## config.mk

```make
export PLATFORM = sky130hd
export DESIGN_NAME = quad_x_motor_mixer_unit
export DESIGN_NICKNAME = d
export VERILOG_FILES = /design/src/design/qxmm_pkg.sv /design/src/design/qxmm_cfg.sv /design/src/design/qxmm_yaw.sv /design/src/design/qxmm_mix.sv /design/src/design/qxmm_lim.sv /design/src/design/quad_x_motor_mixer_unit.sv
export VERILOG_INCLUDE_DIRS = /design/src /design/src/design
export SDC_FILE = /design/constraint.sdc
export NUM_CORES = 1
export LEC_CHECK = 0
export BUFFER_PORTS_ARGS = -buffer_cell sky130_fd_sc_hd__buf_2
export CAP_MARGIN = 10
export CORE_ASPECT_RATIO = 0.8
export CORE_MARGIN = 2
export CORE_UTILIZATION = 39
export DETAILED_ROUTE_END_ITERATION = 8
export GPL_TIMING_DRIVEN = 1
export PLACE_DENSITY = 0.52
export SLEW_MARGIN = 30
export SYNTH_ARGS = -nofsm -noshare
export SYNTH_HDL_FRONTEND = slang
export SYNTH_SLANG_ARGS = --single-unit
```

## constraint.sdc

```tcl
create_clock -name i_clk -period 5.4 [get_ports i_clk]
set_input_delay 0.54 -clock i_clk [delete_from_list [all_inputs] [get_ports i_clk]]
set_output_delay 0.54 -clock i_clk [all_outputs]
set_load 0.02 [all_outputs]
```

## src/design/quad_x_motor_mixer_unit_macros.svh

```systemverilog
// Assertion helpers shared by the mixer modules.
`ifndef QUAD_X_MOTOR_MIXER_UNIT_MACROS_SVH
`define QUAD_X_MOTOR_MIXER_UNIT_MACROS_SVH

// Consequent checked in the same cycle as the antecedent.
`define QXMM_ASSERT_IMP(label, clk, rst_n, ante, cons) \
    label: assert property (@(posedge clk) disable iff (!(rst_n)) (ante) |-> (cons)) \
        else $error("qxmm assertion failed");

// Consequent checked in the cycle after the antecedent.
`define QXMM_ASSERT_NXT(label, clk, rst_n, ante, cons) \
    label: assert property (@(posedge clk) disable iff (!(rst_n)) (ante) |=> (cons)) \
        else $error("qxmm assertion failed");

`endif

```

## src/design/qxmm_pkg.sv

```systemverilog
`default_nettype none

package qxmm_pkg;

    localparam int unsigned LATENCY = 6;

    typedef logic [10:0]        t_cmd;
    typedef logic signed [10:0] t_s11;
    typedef logic signed [11:0] t_s12;
    typedef logic signed [12:0] t_s13;
    typedef logic signed [13:0] t_mot;

    typedef enum logic [1:0] {
        REG_YAW_DIR = 2'd0,
        REG_MIN_THR = 2'd1,
        REG_MAX_THR = 2'd2,
        REG_MIN_CMD = 2'd3
    } t_reg_idx;

    localparam t_cmd RST_MIN_THR = 11'd1150;
    localparam t_cmd RST_MAX_THR = 11'd1850;
    localparam t_cmd RST_MIN_CMD = 11'd1000;
    localparam t_cmd YAW_MARGIN  = 11'd100;

    typedef struct packed {
        logic yaw_neg;
        t_cmd min_thr;
        t_cmd max_thr;
        t_cmd min_cmd;
    } t_cfg;

    typedef struct packed {
        logic valid;
        logic active;
        t_s11 yaw_lim;
        t_s12 yaw_term;
        t_s13 sum_plus;
        t_s13 sum_minus;
        t_s11 roll;
    } t_yaw_out;

    typedef struct packed {
        logic valid;
        logic active;
        t_s11 yaw_lim;
        t_mot m_rr;
        t_mot m_fr;
        t_mot m_rl;
        t_mot m_fl;
        t_mot m_max;
    } t_mix_out;

endpackage

`default_nettype wire

```

## src/design/qxmm_cfg.sv

```systemverilog
`default_nettype none

module qxmm_cfg (
    input  logic              i_clk,
    input  logic              i_rst_n,
    input  logic              i_cfg_we,
    input  logic [1:0]        i_cfg_index,
    input  logic [10:0]       i_cfg_data,
    output qxmm_pkg::t_cfg    o_cfg
);

    logic           r_yaw_neg;
    qxmm_pkg::t_cmd r_min_thr;
    qxmm_pkg::t_cmd r_max_thr;
    qxmm_pkg::t_cmd r_min_cmd;

    always_ff @(posedge i_clk) begin
        if (!i_rst_n) begin
            r_yaw_neg <= 1'b0;
            r_min_thr <= qxmm_pkg::RST_MIN_THR;
            r_max_thr <= qxmm_pkg::RST_MAX_THR;
            r_min_cmd <= qxmm_pkg::RST_MIN_CMD;
        end else if (i_cfg_we) begin
            unique case (qxmm_pkg::t_reg_idx'(i_cfg_index))
                qxmm_pkg::REG_YAW_DIR: r_yaw_neg <= i_cfg_data[1];
                qxmm_pkg::REG_MIN_THR: r_min_thr <= i_cfg_data;
                qxmm_pkg::REG_MAX_THR: r_max_thr <= i_cfg_data;
                qxmm_pkg::REG_MIN_CMD: r_min_cmd <= i_cfg_data;
                default: ;
            endcase
        end
    end

    assign o_cfg.yaw_neg = r_yaw_neg;
    assign o_cfg.min_thr = r_min_thr;
    assign o_cfg.max_thr = r_max_thr;
    assign o_cfg.min_cmd = r_min_cmd;

endmodule

`default_nettype wire

```

## src/design/qxmm_yaw.sv

```systemverilog
`default_nettype none
`include "quad_x_motor_mixer_unit_macros.svh"

module qxmm_yaw (
    input  logic                i_clk,
    input  logic                i_rst_n,
    input  logic                i_valid,
    input  logic [10:0]         i_throttle_in,
    input  logic signed [10:0]  i_yaw_stick,
    input  logic signed [10:0]  i_pid_pitch,
    input  logic signed [10:0]  i_pid_roll,
    input  logic signed [10:0]  i_pid_yaw,
    input  logic                i_armed,
    input  logic                i_throttle_low,
    input  logic                i_yaw_neg,
    output qxmm_pkg::t_yaw_out  o_stage
);

    logic           r1_valid;
    logic           r1_active;
    logic [10:0]    r1_lim;
    qxmm_pkg::t_cmd r1_thr;
    qxmm_pkg::t_s11 r1_pitch;
    qxmm_pkg::t_s11 r1_roll;
    qxmm_pkg::t_s11 r1_yaw;

    logic [10:0]    n_abs;

    qxmm_pkg::t_s12 n_yaw12;
    qxmm_pkg::t_s12 n_lim12;
    qxmm_pkg::t_s12 n_clamped;
    qxmm_pkg::t_s12 n_term;
    qxmm_pkg::t_s13 n_thr13;
    qxmm_pkg::t_s13 n_pitch13;

    logic           r2_valid;
    logic           r2_active;
    qxmm_pkg::t_s11 r2_yaw_lim;
    qxmm_pkg::t_s12 r2_term;
    qxmm_pkg::t_s13 r2_plus;
    qxmm_pkg::t_s13 r2_minus;
    qxmm_pkg::t_s11 r2_roll;

    assign n_abs = i_yaw_stick[10] ? (~i_yaw_stick + 11'd1) : i_yaw_stick;

    always_ff @(posedge i_clk) begin
        if (!i_rst_n) begin
            r1_valid <= 1'b0;
        end else begin
            r1_valid <= i_valid;
        end
        r1_active <= i_armed & ~i_throttle_low;
        r1_lim    <= qxmm_pkg::YAW_MARGIN + n_abs;
        r1_thr    <= i_throttle_in;
        r1_pitch  <= i_pid_pitch;
        r1_roll   <= i_pid_roll;
        r1_yaw    <= i_pid_yaw;
    end

    always_comb begin
        n_yaw12 = {r1_yaw[10], r1_yaw};
        n_lim12 = {1'b0, r1_lim};
        if (n_yaw12 > n_lim12) begin
            n_clamped = n_lim12;
        end else if (n_yaw12 < -n_lim12) begin
            n_clamped = -n_lim12;
        end else begin
            n_clamped = n_yaw12;
        end
        n_term    = i_yaw_neg ? -n_clamped : n_clamped;
        n_thr13   = {2'b00, r1_thr};
        n_pitch13 = {{2{r1_pitch[10]}}, r1_pitch};
    end

    always_ff @(posedge i_clk) begin
        if (!i_rst_n) begin
            r2_valid <= 1'b0;
        end else begin
            r2_valid <= r1_valid;
        end
        r2_active  <= r1_active;
        r2_yaw_lim <= r1_active ? n_clamped[10:0] : r1_yaw;
        r2_term    <= n_term;
        r2_plus    <= n_thr13 + n_pitch13;
        r2_minus   <= n_thr13 - n_pitch13;
        r2_roll    <= r1_roll;
    end

    assign o_stage.valid     = r2_valid;
    assign o_stage.active    = r2_active;
    assign o_stage.yaw_lim   = r2_yaw_lim;
    assign o_stage.yaw_term  = r2_term;
    assign o_stage.sum_plus  = r2_plus;
    assign o_stage.sum_minus = r2_minus;
    assign o_stage.roll      = r2_roll;

    `QXMM_ASSERT_NXT(a_yaw_within_limit, i_clk, i_rst_n, r1_valid && r1_active, ($signed({r2_yaw_lim[10], r2_yaw_lim}) <= $signed({1'b0, $past(r1_lim)})) && ($signed({r2_yaw_lim[10], r2_yaw_lim}) >= -$signed({1'b0, $past(r1_lim)})))

endmodule

`default_nettype wire

```

## src/design/qxmm_mix.sv

```systemverilog
`default_nettype none
`include "quad_x_motor_mixer_unit_macros.svh"

module qxmm_mix (
    input  logic                i_clk,
    input  logic                i_rst_n,
    input  qxmm_pkg::t_yaw_out  i_stage,
    output qxmm_pkg::t_mix_out  o_stage
);

    qxmm_pkg::t_mot n_plus;
    qxmm_pkg::t_mot n_minus;
    qxmm_pkg::t_mot n_roll;
    qxmm_pkg::t_mot n_yaw;

    logic           r3_valid;
    logic           r3_active;
    qxmm_pkg::t_s11 r3_yaw_lim;
    qxmm_pkg::t_mot r3_rr;
    qxmm_pkg::t_mot r3_fr;
    qxmm_pkg::t_mot r3_rl;
    qxmm_pkg::t_mot r3_fl;

    qxmm_pkg::t_mot n_max_r;
    qxmm_pkg::t_mot n_max_l;

    logic           r4_valid;
    logic           r4_active;
    qxmm_pkg::t_s11 r4_yaw_lim;
    qxmm_pkg::t_mot r4_rr;
    qxmm_pkg::t_mot r4_fr;
    qxmm_pkg::t_mot r4_rl;
    qxmm_pkg::t_mot r4_fl;
    qxmm_pkg::t_mot r4_max;

    always_comb begin
        n_plus  = {i_stage.sum_plus[12], i_stage.sum_plus};
        n_minus = {i_stage.sum_minus[12], i_stage.sum_minus};
        n_roll  = {{3{i_stage.roll[10]}}, i_stage.roll};
        n_yaw   = {{2{i_stage.yaw_term[11]}}, i_stage.yaw_term};
    end

    always_ff @(posedge i_clk) begin
        if (!i_rst_n) begin
            r3_valid <= 1'b0;
        end else begin
            r3_valid <= i_stage.valid;
        end
        r3_active  <= i_stage.active;
        r3_yaw_lim <= i_stage.yaw_lim;
        r3_rr      <= n_plus - n_roll + n_yaw;
        r3_fr      <= n_minus - n_roll - n_yaw;
        r3_rl      <= n_plus + n_roll - n_yaw;
        r3_fl      <= n_minus + n_roll + n_yaw;
    end

    always_comb begin
        n_max_r = (r3_rr >= r3_fr) ? r3_rr : r3_fr;
        n_max_l = (r3_rl >= r3_fl) ? r3_rl : r3_fl;
    end

    always_ff @(posedge i_clk) begin
        if (!i_rst_n) begin
            r4_valid <= 1'b0;
        end else begin
            r4_valid <= r3_valid;
        end
        r4_active  <= r3_active;
        r4_yaw_lim <= r3_yaw_lim;
        r4_rr      <= r3_rr;
        r4_fr      <= r3_fr;
        r4_rl      <= r3_rl;
        r4_fl      <= r3_fl;
        r4_max     <= (n_max_r >= n_max_l) ? n_max_r : n_max_l;
    end

    assign o_stage.valid   = r4_valid;
    assign o_stage.active  = r4_active;
    assign o_stage.yaw_lim = r4_yaw_lim;
    assign o_stage.m_rr    = r4_rr;
    assign o_stage.m_fr    = r4_fr;
    assign o_stage.m_rl    = r4_rl;
    assign o_stage.m_fl    = r4_fl;
    assign o_stage.m_max   = r4_max;

    `QXMM_ASSERT_IMP(a_max_bounds_all, i_clk, i_rst_n, r4_valid, (r4_max >= r4_rr) && (r4_max >= r4_fr) && (r4_max >= r4_rl) && (r4_max >= r4_fl))
    `QXMM_ASSERT_IMP(a_max_is_member, i_clk, i_rst_n, r4_valid, (r4_max == r4_rr) || (r4_max == r4_fr) || (r4_max == r4_rl) || (r4_max == r4_fl))

endmodule

`default_nettype wire

```

## src/design/qxmm_lim.sv

```systemverilog
`default_nettype none
`include "quad_x_motor_mixer_unit_macros.svh"

module qxmm_lim (
    input  logic                i_clk,
    input  logic                i_rst_n,
    input  qxmm_pkg::t_mix_out  i_stage,
    input  qxmm_pkg::t_cfg      i_cfg,
    output logic                o_valid,
    output logic [10:0]         o_motor_rear_right,
    output logic [10:0]         o_motor_front_right,
    output logic [10:0]         o_motor_rear_left,
    output logic [10:0]         o_motor_front_left,
    output logic signed [10:0]  o_yaw_limited
);

    function automatic qxmm_pkg::t_cmd clamp_motor(
        input qxmm_pkg::t_mot m,
        input qxmm_pkg::t_mot diff,
        input qxmm_pkg::t_cmd lo,
        input qxmm_pkg::t_cmd hi
    );
        logic signed [14:0] v;
        logic signed [14:0] lo15;
        logic signed [14:0] hi15;
        qxmm_pkg::t_cmd     res;
        v    = {m[13], m} - {diff[13], diff};
        lo15 = {4'b0000, lo};
        hi15 = {4'b0000, hi};
        if (v < lo15) begin
            res = lo;
        end else if (v > hi15) begin
            res = hi;
        end else begin
            res = v[10:0];
        end
        return res;
    endfunction

    qxmm_pkg::t_mot n_max14;
    qxmm_pkg::t_mot n_excess;

    logic           r5_valid;
    logic           r5_active;
    qxmm_pkg::t_s11 r5_yaw_lim;
    qxmm_pkg::t_mot r5_rr;
    qxmm_pkg::t_mot r5_fr;
    qxmm_pkg::t_mot r5_rl;
    qxmm_pkg::t_mot r5_fl;
    qxmm_pkg::t_mot r5_diff;

    logic           r6_valid;
    logic           r6_active;
    qxmm_pkg::t_s11 r6_yaw_lim;
    qxmm_pkg::t_cmd r6_rr;
    qxmm_pkg::t_cmd r6_fr;
    qxmm_pkg::t_cmd r6_rl;
    qxmm_pkg::t_cmd r6_fl;

    always_comb begin
        n_max14  = {3'b000, i_cfg.max_thr};
        n_excess = i_stage.m_max - n_max14;
    end

    always_ff @(posedge i_clk) begin
        if (!i_rst_n) begin
            r5_valid <= 1'b0;
        end else begin
            r5_valid <= i_stage.valid;
        end
        r5_active  <= i_stage.active;
        r5_yaw_lim <= i_stage.yaw_lim;
        r5_rr      <= i_stage.m_rr;
        r5_fr      <= i_stage.m_fr;
        r5_rl      <= i_stage.m_rl;
        r5_fl      <= i_stage.m_fl;
        r5_diff    <= (i_stage.m_max > n_max14) ? n_excess : '0;
    end

    always_ff @(posedge i_clk) begin
        if (!i_rst_n) begin
            r6_valid <= 1'b0;
        end else begin
            r6_valid <= r5_valid;
        end
        r6_active  <= r5_active;
        r6_yaw_lim <= r5_yaw_lim;
        if (r5_active) begin
            r6_rr <= clamp_motor(r5_rr, r5_diff, i_cfg.min_thr, i_cfg.max_thr);
            r6_fr <= clamp_motor(r5_fr, r5_diff, i_cfg.min_thr, i_cfg.max_thr);
            r6_rl <= clamp_motor(r5_rl, r5_diff, i_cfg.min_thr, i_cfg.max_thr);
            r6_fl <= clamp_motor(r5_fl, r5_diff, i_cfg.min_thr, i_cfg.max_thr);
        end else begin
            r6_rr <= i_cfg.min_cmd;
            r6_fr <= i_cfg.min_cmd;
            r6_rl <= i_cfg.min_cmd;
            r6_fl <= i_cfg.min_cmd;
        end
    end

    assign o_valid             = r6_valid;
    assign o_motor_rear_right  = r6_rr;
    assign o_motor_front_right = r6_fr;
    assign o_motor_rear_left   = r6_rl;
    assign o_motor_front_left  = r6_fl;
    assign o_yaw_limited       = r6_yaw_lim;

    `QXMM_ASSERT_IMP(a_idle_motors_equal, i_clk, i_rst_n, r6_valid && !r6_active, (r6_rr == r6_fr) && (r6_rl == r6_fl) && (r6_rr == r6_rl))

endmodule

`default_nettype wire

```

## src/design/quad_x_motor_mixer_unit.sv

```systemverilog
// Channel  | Signals                                          | Transfer
// ---------+--------------------------------------------------+-------------------------------
// frame in | start, busy, i_throttle_in .. i_throttle_low     | start high while busy is low
// result   | o_strobe, o_motor_*, o_yaw_limited               | o_strobe high for one cycle
// config   | i_cfg_we, i_cfg_index, i_cfg_data                | i_cfg_we high, no wait
//
// Six register stages: yaw range, yaw clamp and partial sums, motor sums,
// four-way maximum, excess over max_throttle, final clamp into the output register.
// Each accepted frame passes through the stages in order and yields one result; one frame per cycle.
// Synchronous reset clears the stage valid bits and loads the register defaults;
// busy stays high until the cycle after reset is released.
// No stalls: the pipeline always advances and results are never held.
`default_nettype none
`include "quad_x_motor_mixer_unit_macros.svh"

module quad_x_motor_mixer_unit (
    input  logic                i_clk,
    input  logic                i_rst_n,
    input  logic                start,
    output logic                busy,
    input  logic                i_cfg_we,
    input  logic [1:0]          i_cfg_index,
    input  logic [10:0]         i_cfg_data,
    input  logic [10:0]         i_throttle_in,
    input  logic signed [10:0]  i_yaw_stick,
    input  logic signed [10:0]  i_pid_pitch,
    input  logic signed [10:0]  i_pid_roll,
    input  logic signed [10:0]  i_pid_yaw,
    input  logic                i_armed,
    input  logic                i_throttle_low,
    output logic                o_strobe,
    output logic [10:0]         o_motor_rear_right,
    output logic [10:0]         o_motor_front_right,
    output logic [10:0]         o_motor_rear_left,
    output logic [10:0]         o_motor_front_left,
    output logic signed [10:0]  o_yaw_limited
);

    logic               r_run;
    logic               accept;
    qxmm_pkg::t_cfg     cfg;
    qxmm_pkg::t_yaw_out yaw_stage;
    qxmm_pkg::t_mix_out mix_stage;

    always_ff @(posedge i_clk) begin
        if (!i_rst_n) begin
            r_run <= 1'b0;
        end else begin
            r_run <= 1'b1;
        end
    end

    assign busy   = ~r_run;
    assign accept = start & r_run;

    qxmm_cfg u_cfg (
        .i_clk       (i_clk),
        .i_rst_n     (i_rst_n),
        .i_cfg_we    (i_cfg_we),
        .i_cfg_index (i_cfg_index),
        .i_cfg_data  (i_cfg_data),
        .o_cfg       (cfg)
    );

    qxmm_yaw u_yaw (
        .i_clk          (i_clk),
        .i_rst_n        (i_rst_n),
        .i_valid        (accept),
        .i_throttle_in  (i_throttle_in),
        .i_yaw_stick    (i_yaw_stick),
        .i_pid_pitch    (i_pid_pitch),
        .i_pid_roll     (i_pid_roll),
        .i_pid_yaw      (i_pid_yaw),
        .i_armed        (i_armed),
        .i_throttle_low (i_throttle_low),
        .i_yaw_neg      (cfg.yaw_neg),
        .o_stage        (yaw_stage)
    );

    qxmm_mix u_mix (
        .i_clk   (i_clk),
        .i_rst_n (i_rst_n),
        .i_stage (yaw_stage),
        .o_stage (mix_stage)
    );

    qxmm_lim u_lim (
        .i_clk               (i_clk),
        .i_rst_n             (i_rst_n),
        .i_stage             (mix_stage),
        .i_cfg               (cfg),
        .o_valid             (o_strobe),
        .o_motor_rear_right  (o_motor_rear_right),
        .o_motor_front_right (o_motor_front_right),
        .o_motor_rear_left   (o_motor_rear_left),
        .o_motor_front_left  (o_motor_front_left),
        .o_yaw_limited       (o_yaw_limited)
    );

    `QXMM_ASSERT_IMP(a_strobe_follows_transfer, i_clk, i_rst_n, o_strobe, $past(accept, qxmm_pkg::LATENCY))

endmodule

`default_nettype wire

```

Yosys cells after proc, flatten, opt, wreduce, memory -nomap -nowiden
Cells that the tools add are included.
{"block": "word_totals", "ff_bits": 445, "latch_bits": 0, "ram_bits": 0, "romBits": 0, "out_inout_bits": 57, "word_cells": 115, "mem_count": 0}
{"block": "classes", "add_sub_neg": 19, "multipliers": 0, "n_div": 0, "n_lt_le_gt_ge": 14, "n_eq_ne": 3, "shift": 0, "muxes": 21, "n_bitwise": 5, "reduce_logical": 5}
{"operator": "$mux W11", "n": 14}
{"operator": "$gt A15 B12 Y1", "n": 4}
{"operator": "$lt A15 B12 Y1", "n": 4}
{"operator": "$sub A14 B14 Y15", "n": 4}
{"operator": "$ge A14 B14 Y1", "n": 3}
{"operator": "$mux W14", "n": 3}
{"operator": "$sub A14 B12 Y14", "n": 3}
{"operator": "$mux W12", "n": 3}
{"operator": "$add A13 B11 Y14", "n": 2}
{"operator": "$add A14 B12 Y14", "n": 2}
{"operator": "$sub A13 B11 Y14", "n": 2}
{"operator": "$gt A14 B12 Y1", "n": 1}
{"operator": "$add A12 B11 Y13", "n": 1}
{"operator": "$sub A12 B11 Y13", "n": 1}
{"operator": "$gt A11 B12 Y1", "n": 1}
{"operator": "$lt A11 B12 Y1", "n": 1}
{"operator": "$neg A11 Y12", "n": 1}
{"operator": "$neg A12 Y12", "n": 1}
{"operator": "$add A11 B1 Y11 const B", "n": 1}
{"operator": "$add A7 B11 Y11 const A", "n": 1}
{"operator": "$not A11 Y11", "n": 1}
{"operator": "$reduce_and A2 Y1", "n": 4}
{"operator": "$eq A2 B2 Y1 const B", "n": 2}
{"operator": "$and A1 B1 Y1", "n": 2}
{"operator": "4 further kinds", "n": 5}

Logic depth before layout (Yosys ltp)
Gate-level depths: netlist of run 1.
{"block": "logic_depth", "word_depth": 6, "ltp_mapped": 23, "mapped_depth_nobuf": 22}

Hierarchy
A second synthesis of run 1 with hierarchy kept.
{"block": "hier_totals", "cells_unflattened": 2431, "hier_area_um2": 23895.4}
{"mod": "qxmm_lim", "n_inst": 1, "cells_per_inst": 998, "area_per_inst_um2": 9122.5}
{"mod": "qxmm_mix", "n_inst": 1, "cells_per_inst": 785, "area_per_inst_um2": 8167.8}
{"mod": "qxmm_yaw", "n_inst": 1, "cells_per_inst": 505, "area_per_inst_um2": 5134.9}
{"mod": "qxmm_cfg", "n_inst": 1, "cells_per_inst": 140, "area_per_inst_um2": 1440.1}
{"mod": "quad_x_motor_mixer_unit", "n_inst": 1, "cells_per_inst": 3, "area_per_inst_um2": 30.0}

Least setup slack after synthesis of run 1
No wires, ideal clock.
{"block": "synth_path", "path_type": "register -> register", "from": "reg u_mix.r3_fr[1]", "to": "reg u_mix.r4_max[10]", "t_arrival_ps": 4413, "slack_ps": 914, "path_stages_with_launch": 24, "n_path_buf": 2, "path_cell_list": "dfxtp_1 inv_1 ha_1 nor2b_1 o21a_1 o21a_1 o21a_1 o21ai_0 a21oi_1 o21ai_0 a32oi_1 buf_2 mux2i_1 inv_1 ha_1 nand4_1 nor2_1 nor2_1 nand2_1 a21oi_1 or2_2 a21oi_1 clkbuf_1 mux2i_1"}
{"block": "synth_between", "elab_chain_len": 4}
{"item": "start: declaration", "line_no": "qxmm_mix.sv:20", "source": "qxmm_pkg::t_mot r3_fr;"}
{"item": "start signal: assignment", "line_no": "qxmm_mix.sv:52", "source": "r3_fr <= n_minus - n_roll - n_yaw;"}
{"item": "$ge A14 B14 Y1", "line_no": "qxmm_mix.sv:58", "source": "n_max_r = (r3_rr >= r3_fr) ? r3_rr : r3_fr;"}
{"item": "$mux W14 (*)", "line_no": "qxmm_mix.sv:58"}
{"item": "$ge A14 B14 Y1", "line_no": "qxmm_mix.sv:74", "source": "r4_max <= (n_max_r >= n_max_l) ? n_max_r : n_max_l;"}
{"item": "$mux W14 (*)", "line_no": "qxmm_mix.sv:74"}
{"item": "end signal: assignment", "line_no": "qxmm_mix.sv:74"}
{"item": "end: declaration", "line_no": "qxmm_mix.sv:34", "source": "qxmm_pkg::t_mot r4_max;"}
Mark *: on every way between the ends. The rest lies on a longest branch, timed or not.
A chain may end at the register's enable or synchronous reset.

Worst setup path in the final report of run 1
{"block": "layout_path", "from": "reg u_lim.r5_diff[0]", "to": "reg u_lim.r6_rl[6] (netlist: u_lim.o_motor_rear_left[6])"}
{"block": "layout_between", "elab_chain_len": 5, "word_cells_on_any_way": 6, "cone_classes": "add/sub: 1; order compare: 2; mux: 3"}
{"item": "start: declaration", "line_no": "qxmm_lim.sv:50", "source": "qxmm_pkg::t_mot r5_diff;"}
{"item": "start signal: assignment", "line_no": "qxmm_lim.sv:77", "source": "r5_diff <= (i_stage.m_max > n_max14) ? n_excess : '0;"}
{"item": "$sub A14 B14 Y15 (*)", "line_no": "qxmm_lim.sv:27", "source": "v = {m[13], m} - {diff[13], diff};"}
{"item": "$gt A15 B12 Y1", "line_no": "qxmm_lim.sv:32", "source": "end else if (v > hi15) begin"}
{"item": "$mux W11", "line_no": "qxmm_lim.sv:32"}
{"item": "$mux W11 (*)", "line_no": "qxmm_lim.sv:30", "source": "if (v < lo15) begin"}
{"item": "$mux W11 (*)", "line_no": "qxmm_lim.sv:88", "source": "if (r5_active) begin"}
{"item": "end signal: assignment", "line_no": "qxmm_lim.sv:91", "source": "r6_rl <= clamp_motor(r5_rl, r5_diff, i_cfg.min_thr, i_cfg.max_thr);"}
{"item": "end signal: assignment", "line_no": "qxmm_lim.sv:96", "source": "r6_rl <= i_cfg.min_cmd;"}
{"item": "end: declaration", "line_no": "qxmm_lim.sv:57", "source": "qxmm_pkg::t_cmd r6_rl;"}
Marked as above.

==> results.yml, run 1 <==
routing:
  ant_nets: 0
  drtIter0Drc: 1161
  dr.pass1.iters: 7
  vias: 17886
  routed_wirelength_mm: 66.1
  via_per_inst: 5.24
  drcViolationCount: 0
  wl_per_cell_um: 19.4
setup_path:
  arrival_ps: 5490
  max_stage_delay_ps: 430
  worstPathCellList: "ha_1 -> inv_1 -> fa_1 -> a211oi_1 -> o21ai_0 -> a21oi_1 -> nor2_1 -> xnor2_1 -> inv_1 -> ha_1 -> a2111o_1 -> o21ai_0 -> nand3_2 -> nand2_2 -> o22ai_1 -> a211o_1 -> o221ai_1"
  end_kind: "flip-flop"
  startpoint: "u_lim.r5_diff[0]"
  crit_path_max_fanout: 19
  critical_path_required_ps: 5890
  reg2reg_from: "u_lim.r5_diff[0]"
  critPathTopFamily: "compound AO/OA/AOI/OAI gates"
  critPathKind: "reg -> reg"
  critPathLaunchType: "flip-flop"
  slowest_stage: "fa_1"
  critical_path_buf_inv_count: 2
yosys:
  syn_inst: 2409
  async_flop_share_pct: 0
  synth_area_um2: 23500
  synth_nets: 2842
  synth-seq-area-share_pct: 37.3
  postSynthAreaPerCell_um2: 9.75
  synth_edf_count: 0
  ys.flop_type: "dfxtp_1"
  synth_seq_cells: 438
  yosysWarnings: 0
  ys_types: 99
global_routing:
  grt_overflow_total: 0
  grt_first_pass_wirelength_mm: 102
  grt_max_degree: 42
  antenna_found_initial: 1
  grt_use_total_pct: 21.2
  grt_pass1_vias: 17622
timing:
  max_freq_ghz: 0.200
  hold_viol: 0
  maxSlewHeadroom_pct: 42.4
  drv_slew: 0
  period_needed_ps: 5000
  tightest_slew_ps: 858
  fin_crit_sh_pct: 92.7
  setup_viol: 0
  tns_ps: 0
  rsz0062_at_grt: "no"
  finClkSkew_ps: 25.2
floorplan:
  start_util_pct: 39.4
  die_w_um: 278
  std_cell_rows: 80
  design.portCount: 131
  die_height_um: 223
  core_area_um2: 59600
  die_area_um2: 62200
clocking:
  postCtsSetupBuffers: 0
  clk_latency_ps: 610
  h-tree-depth: 2
  cts.sinks: 438
  clockRootBuffer: "clkbuf_16"
  path_clk_slew_ps: 60
  cts_buffer_depth: 3
  cts_buffers: 46
  cts_tree: "done"
placed_design:
  hpwl_mm: 52.7
  globalplace.congestion: 0.915
  numPortBuffers: 130
run:
  maxCapViolCount: 0
cells_and_area:
  nets: 3027
  layout-drive-gt1-share_pct: 10.9
  syn_to_final_growth_pct: 15.1
  multi_input_area_um2: 13500
  fillCellCount: 5647
  ff_latch_area_um2: 8770
outcome:
  status: "finished, final reports clean"
min_path:
  hp-class: "in -> reg"
  min-delay-start: "i_pid_yaw[4]"
==> stage by stage <==
step / utilization, % / std cells / setup slack [ps] / hold WS (ps) / instance area [um^2]
2_1_floorplan: - / 2409 / 914 / 310 / 23500
5_1_grt: 45.4 / 3411 / 13.9 / 1.00 / 27000
3_5_place_dp: 42.0 / 3294 / 454 / 312 / 25000
6_report: 45.4 / 3412 / 396 / 34.9 / 27000
4_1_cts: 45.4 / 3411 / 394 / 2.11 / 27000
3_3_place_gp: 42.0 / 3294 / 498 / 310 / 25000
==> sequential cells by signal, summed over array words and instances (netlist names), 14 cells and up <==
register and count:
u_lim.r5_fr 14, u_mix.r4_max 14, u_lim.r5_diff 14, u_lim.r5_rr 14, u_mix.r3_rr 14, u_mix.r3_fr 14, u_mix.r4_fr 14, u_mix.r4_rr 14
==> kinds of logic (layout without fill, tap and decap cells) <==
| group | Yosys count | after routing | synth area share (%) |
|---|---|---|---|
| compound gates | 561 | 561 | 16.8 |
| simple gates | 524 | 524 | 10.9 |
| flops | 438 | 438 | 37.3 |
| fa+ha+maj | 359 | 359 | 21.0 |
| buf+inv | 302 | 525 | 5.02 |
| xor+xnor | 138 | 138 | 5.18 |
| mux | 87 | 87 | 3.76 |
| other cells | 0 | 1 | 0 |
==> cells in the final DEF, fill, tap and decap left out, types with 47 or more instances in the layout <==
cell	netlist	layout
mux2i_1	78	78
xor2_1	49	49
xnor2_1	88	88
ha_1	299	299
nor2_1	139	139
buf_2	9	130
a21oi_1	114	114
clkbuf_16	0	47
dfxtp_1	438	438
o21ai_0	107	107
nand2_1	154	153
fa_1	60	60
inv_1	261	261
==> final timing paths <==
path | endpoint | slack [ps] | cells past startpoint
min reg2reg | u_mix.r4_yaw_lim[4] | 320 | 0
max reg2reg | u_lim.o_motor_rear_left[6] | 400 | 17
min | u_yaw.r1_yaw[4] | 30 | 1
max | u_lim.o_motor_rear_left[6] | 400 | 17
==> worst reg2reg max path, delay by kind of cell (launching register included) <==
family,cells,cell delay [ps]
DFF,1,390
and+or+nand+nor,3,850
adders and majority gates,3,960
xor gates and xnor gates,1,310
AOI/OAI and AO/OA,8,2180
buffers and inverters,2,220
==> synth_stat cells, types with 17 or more instances <==
cell      instances  area share [%]
dfxtp_1         438              37
ha_1            299              16
inv_1           261             4.2
nand2_1         154             2.5
nor2_1          139             2.2
a21oi_1         114             2.4
o21ai_0         107             2.3
xnor2_1          88             3.3
mux2i_1          78             3.3
fa_1             60             5.1
xor2_1           49             1.8
o21a_1           37             1.2
a21o_1           36             1.2
nor2b_1          35            0.93
o221ai_1         33             1.2
nand3_1          29            0.62
nor3_1           28            0.60
o211ai_1         28            0.90
nand4_1          27            0.72
nand2b_1         26            0.69
a21boi_0         25            0.80
clkbuf_1         25            0.40
o22ai_1          21            0.56
o21bai_1         20            0.64
a211oi_1         17            0.54
==> routing by layer <==
layer  up-vias  GRT usage [%]  routed length (um)
li1       8805              -                   -
met5         -              0                   0
met4         0           5.60                1590
met1      8495           30.0               32000
met2       487           33.6               28900
met3        99           3.25                3610
==> layout make-up <==
| cell class | count | share of cell area [%] |
|---|---|---|
| inverters | 264 | 3.67 |
| well taps | 779 | 3.61 |
| flip-flops and latches | 438 | 32.5 |
| diodes | 1 | 0.00926 |
| multi-input cells | 1669 | 50.1 |
| clock buffers | 62 | 4.82 |
| clock inverters | 24 | 1.36 |
| repair buffers | 175 | 3.95 |
==> timing repair <==
item,4_1_cts,5_1_grt
endpoints found under the hold margin,31,0
gates resized for setup,0,1
hold buffers,31,0
setup endpoints to repair,0,6
Power of run 1 is left out: the tool's default activity adds up to more than one toggle a clock period on the data nets, which glitch-free logic cannot reach.
==> run 2: changes to the inputs <==
GPL_ROUTABILITY_DRIVEN = 0   (was default)
RECOVER_POWER = 50   (was default)
REMOVE_ABC_BUFFERS = 1   (was default)
==> results.yml, run 2 (same netlist as run 1, synthesis figures left out) <==
placed_design:
  place_ws_ps: 392
  numPortBuffers: 130
  hpwl_mm: 54.2
  post_dp_cell_area_um2: 25100
floorplan:
  core_area_um2: 59600
  die_area_um2: 62200
  std_cell_rows: 80
  start_util_pct: 39.4
  design.portCount: 131
  die_height_um: 223
  die_w_um: 278
setup_path:
  critPathTopFamily: "compound AO/OA/AOI/OAI gates"
  max_stage_delay_ps: 450
  critPathLaunchType: "flip-flop"
  reg2reg_from: "u_lim.r5_diff[0]"
  worstPathCellList: "ha_1 -> inv_1 -> fa_1 -> a211oi_1 -> o21ai_0 -> a21oi_1 -> nor2_1 -> xnor2_1 -> inv_1 -> ha_1 -> a2111o_1 -> o21ai_0 -> nand3_2 -> nand2_1 -> o22ai_1 -> a211o_1 -> o221ai_1"
  crit_path_max_fanout: 19
  critical_path_buf_inv_count: 2
  rrSetupSlack_ps: 370
  end_kind: "flip-flop"
  rr_endpoint: "u_lim.o_motor_rear_left[8]"
  critPathKind: "reg -> reg"
  arrival_ps: 5530
  rr_worst_depth: 17
  slowest_stage: "a211oi_1"
  critical_path_required_ps: 5900
outcome:
  status: "finished with violations"
  violations: "max-capacitance violations, max-slew violations"
timing:
  drv_slew: 42
  maxSlewHeadroom_pct: -15.7
  setup_viol: 0
  fin_crit_sh_pct: 93.1
  hold_viol: 0
  max_freq_ghz: 0.199
  setup_slack_ps: 370
  finClkSkew_ps: 34.3
  period_needed_ps: 5030
  rsz0062_at_grt: "no"
  tightest_slew_ps: 1740
  hold_ws_ps: 47.6
global_routing:
  use_met2_pct: 31.1
  grt_first_pass_wirelength_mm: 102
  use_met3_pct: 3.08
  grt_use_total_pct: 21.4
  antenna_found_initial: 4
  top_usage_layer: "met1"
  grt_pass1_vias: 17443
  grt_overflow_total: 0
  grt_max_degree: 42
  met1_usage_pct: 32.7
routing:
  ant_nets: 0
  drcViolationCount: 0
  vias: 18009
  via_per_inst: 5.33
  wl_per_cell_um: 19.9
  drtIter0Drc: 1509
  dr.pass1.iters: 5
  routed_wirelength_mm: 67.2
cells_and_area:
  multi_input_area_um2: 13500
  layout_commonest_cell: "dfxtp_1"
  n_antenna_cell: 0
  design_area_um2: 26600
  final_cell_mix: "dfxtp_1 (438), ha_1 (299), inv_1 (261)"
  layout-drive-gt1-share_pct: 10.8
  syn_to_final_growth_pct: 13.1
  ff_latch_area_um2: 8770
  nets: 2998
  fillCellCount: 5639
clocking:
  clockRootBuffer: "clkbuf_16"
  cts_buffer_depth: 3
  postCtsSetupBuffers: 0
  clk_latency_ps: 590
  cts_tree: "done"
  h-tree-depth: 2
  cts_hold_buffers: 0
  cts_buffers: 45
  path_clk_slew_ps: 60
  cts.sinks: 438
  cts_resized: 0
min_path:
  whs_endpoint: "u_yaw.r1_yaw[0]"
  hold_depth: 1
  min-delay-start: "i_pid_yaw[0]"
  hp-class: "in -> reg"
run:
  maxCapViolCount: 1
-- run 2: how the worst max path moves through the flow --
| stage | start | end | slack (ps) | depth (start not counted) |
|---|---|---|---|---|
| floorplan | u_mix.r3_fr[1] | u_mix.r4_max[0] | -4 | 22 |
| global placement | u_mix.r3_fl[1] | u_mix.r4_max[0] | 430 | 21 |
| detailed placement | u_mix.r3_fl[1] | u_mix.r4_max[0] | 390 | 22 |
| CTS | u_mix.r3_fl[1] | u_mix.r4_max[0] | 390 | 22 |
| global route | u_mix.r3_fl[1] | u_mix.r4_max[0] | 30 | 22 |
| finish | u_lim.r5_diff[0] | u_lim.o_motor_rear_left[8] | 370 | 17 |
-- run 2: area by class of cell --
class	count	share of cell area [%]
clock buffers	64	4.89
clock inverters	17	0.810
inverters	264	3.73
multi-input cells	1669	51.0
flip-flops and latches	438	33.0
well taps	779	3.67
repair buffers	147	2.92
-- run 2: worst register-to-register path: stages (launching register included) --
cell and delay, ps:
dfxtp_1 390, ha_1 190, inv_1 60, fa_1 440
a211oi_1 450, o21ai_0 180, a21oi_1 320, nor2_1 90
xnor2_1 250, inv_1 150, ha_1 330, a2111o_1 360
o21ai_0 390, nand3_2 430, nand2_1 390, o22ai_1 120
a211o_1 270, o221ai_1 150
-- run 2: metal layers --
metal / share of wire, % / up-vias / wire [um]
li1: - / 8758 / -
met1: 50 / 8606 / 33700
met2: 41 / 561 / 27400
met3: 7.1 / 84 / 4750
met4: 2.1 / 0 / 1420
met5: 0 / - / 0
-- run 2: stage by stage --
step | TNS [ps] | instances | utilization (%)
floorplan | -3.60 | 2371 | -
global placement | 0 | 3297 | 42.1
detailed placement | 0 | 3297 | 42.1
CTS | 0 | 3378 | 44.6
global route | 0 | 3378 | 44.6
finish | 0 | 3378 | 44.6
Power of run 2 is left out for the same reason.
==> run 3: changes to the inputs <==
CORE_ASPECT_RATIO = 0.6   (was 0.8)
SLEW_MARGIN = default   (was 30)
==> results.yml, run 3 (same netlist as run 1, synthesis figures left out) <==
timing:
  fin_crit_sh_pct: 95.7
  max_freq_ghz: 0.194
  finClkSkew_ps: 20.8
  drv_slew: 42
  maxSlewHeadroom_pct: -27.0
  setup_viol: 0
  tightest_slew_ps: 1910
  period_needed_ps: 5170
  rsz0062_at_grt: "no"
  hold_viol: 0
routing:
  drcViolationCount: 0
  routed_wirelength_mm: 69.2
  wl_per_cell_um: 20.5
  ant_nets: 0
  dr.pass1.iters: 6
  drtIter0Drc: 1659
  via_per_inst: 5.33
  vias: 18044
floorplan:
  die_w_um: 321
  std_cell_rows: 69
  start_util_pct: 39.5
  design.portCount: 131
  core_area_um2: 59400
  die_height_um: 194
  die_area_um2: 62300
global_routing:
  grt_overflow_total: 0
  grt_use_total_pct: 21.8
  antenna_found_initial: 1
  grt_max_degree: 42
  grt_first_pass_wirelength_mm: 104
  grt_pass1_vias: 16907
setup_path:
  arrival_ps: 5610
  critPathKind: "reg -> reg"
  critical_path_required_ps: 5850
  end_kind: "flip-flop"
  crit_path_max_fanout: 8
  critPathLaunchType: "flip-flop"
cells_and_area:
  layout-drive-gt1-share_pct: 11.1
  final_cell_mix: "dfxtp_1 (438), ha_1 (299), inv_1 (261)"
  nets: 2999
  syn_to_final_growth_pct: 13.7
  fillCellCount: 5597
  layout_commonest_cell: "dfxtp_1"
  utilization_pct: 45.0
clocking:
  postCtsSetupBuffers: 0
  cts_tree: "done"
  cts.sinks: 438
  clk_latency_ps: 590
  h-tree-depth: 2
  cts_buffer_depth: 3
  path_clk_slew_ps: 70
  cts_hold_buffers: 0
  clockRootBuffer: "clkbuf_16"
  cts_buffers: 44
min_path:
  hp-class: "in -> reg"
outcome:
  violations: "max-capacitance violations, max-slew violations"
  status: "finished with violations"
run:
  maxCapViolCount: 1
placed_design:
  hpwl_mm: 57.1
  numPortBuffers: 130
## run 3: repair_timing
action,in CTS,in global routing
setup endpoints to repair,0,17
resized for setup,0,5
endpoints found under the hold margin,0,0
## run 3: stage by stage
step | std cells | instance area, um^2 | worst slack [ps] | hold slack (ps) | setup TNS (ps)
2_1_floorplan | 2371 | 23300 | -3.60 | 310 | -3.60
3_3_place_gp | 3301 | 25100 | 364 | 310 | 0
3_5_place_dp | 3301 | 25100 | 274 | 312 | 0
4_1_cts | 3382 | 26700 | 235 | 13.3 | 0
5_1_grt | 3382 | 26700 | 9.23 | 17.1 | 0
6_report | 3383 | 26700 | 234 | 45.4 | 0
## run 3: layout make-up
type                            count  area (um^2)  area share, %
Sequential cell                   438         8770           32.8
Clock buffer                       56         1210           4.52
Tap cell                          781          977           3.66
Inverter                          264          991           3.71
Timing Repair Buffer              149          802           3.00
Clock inverter                     25          380           1.42
Antenna cell                        1         2.50        0.00937
Multi-Input combinational cell   1669        13600           50.8
## run 3: final timing paths
kind	depth (start not counted)	startpoint	slack, ps	end
max	20	u_lim.r5_diff[0]	230	u_lim.o_motor_rear_left[9]
min	1	i_pid_yaw[4]	50	u_yaw.r1_yaw[4]
max reg2reg	20	u_lim.r5_diff[0]	230	u_lim.o_motor_rear_left[9]
min reg2reg	0	u_mix.r3_yaw_lim[2]	310	u_mix.r4_yaw_lim[2]
## run 3: critical path, cell delays in order, from the launching register on
cell	delay (ps)
dfxtp_1	390
ha_1	190
inv_1	60
fa_1	490
a211oi_2	260
o21bai_1	150
a21oi_1	290
o21bai_1	110
a21oi_1	180
xnor2_1	290
ha_1	350
o21ai_0	180
nand2b_1	80
a21oi_1	310
a41oi_1	140
o21ai_0	240
nand4_1	520
o22ai_1	350
a221oi_1	110
nand4_1	230
o211ai_1	130
## run 3: routing by layer
metal / vias to the layer above / share of wire [%] / global-route usage (%)
met5: - / 0.33 / 2.68
met4: 4 / 1.1 / 3.62
met3: 51 / 9.6 / 6.64
met2: 587 / 34 / 25.0
met1: 8616 / 55 / 37.1
li1: 8786 / - / -
Power of run 3 is left out for the same reason.
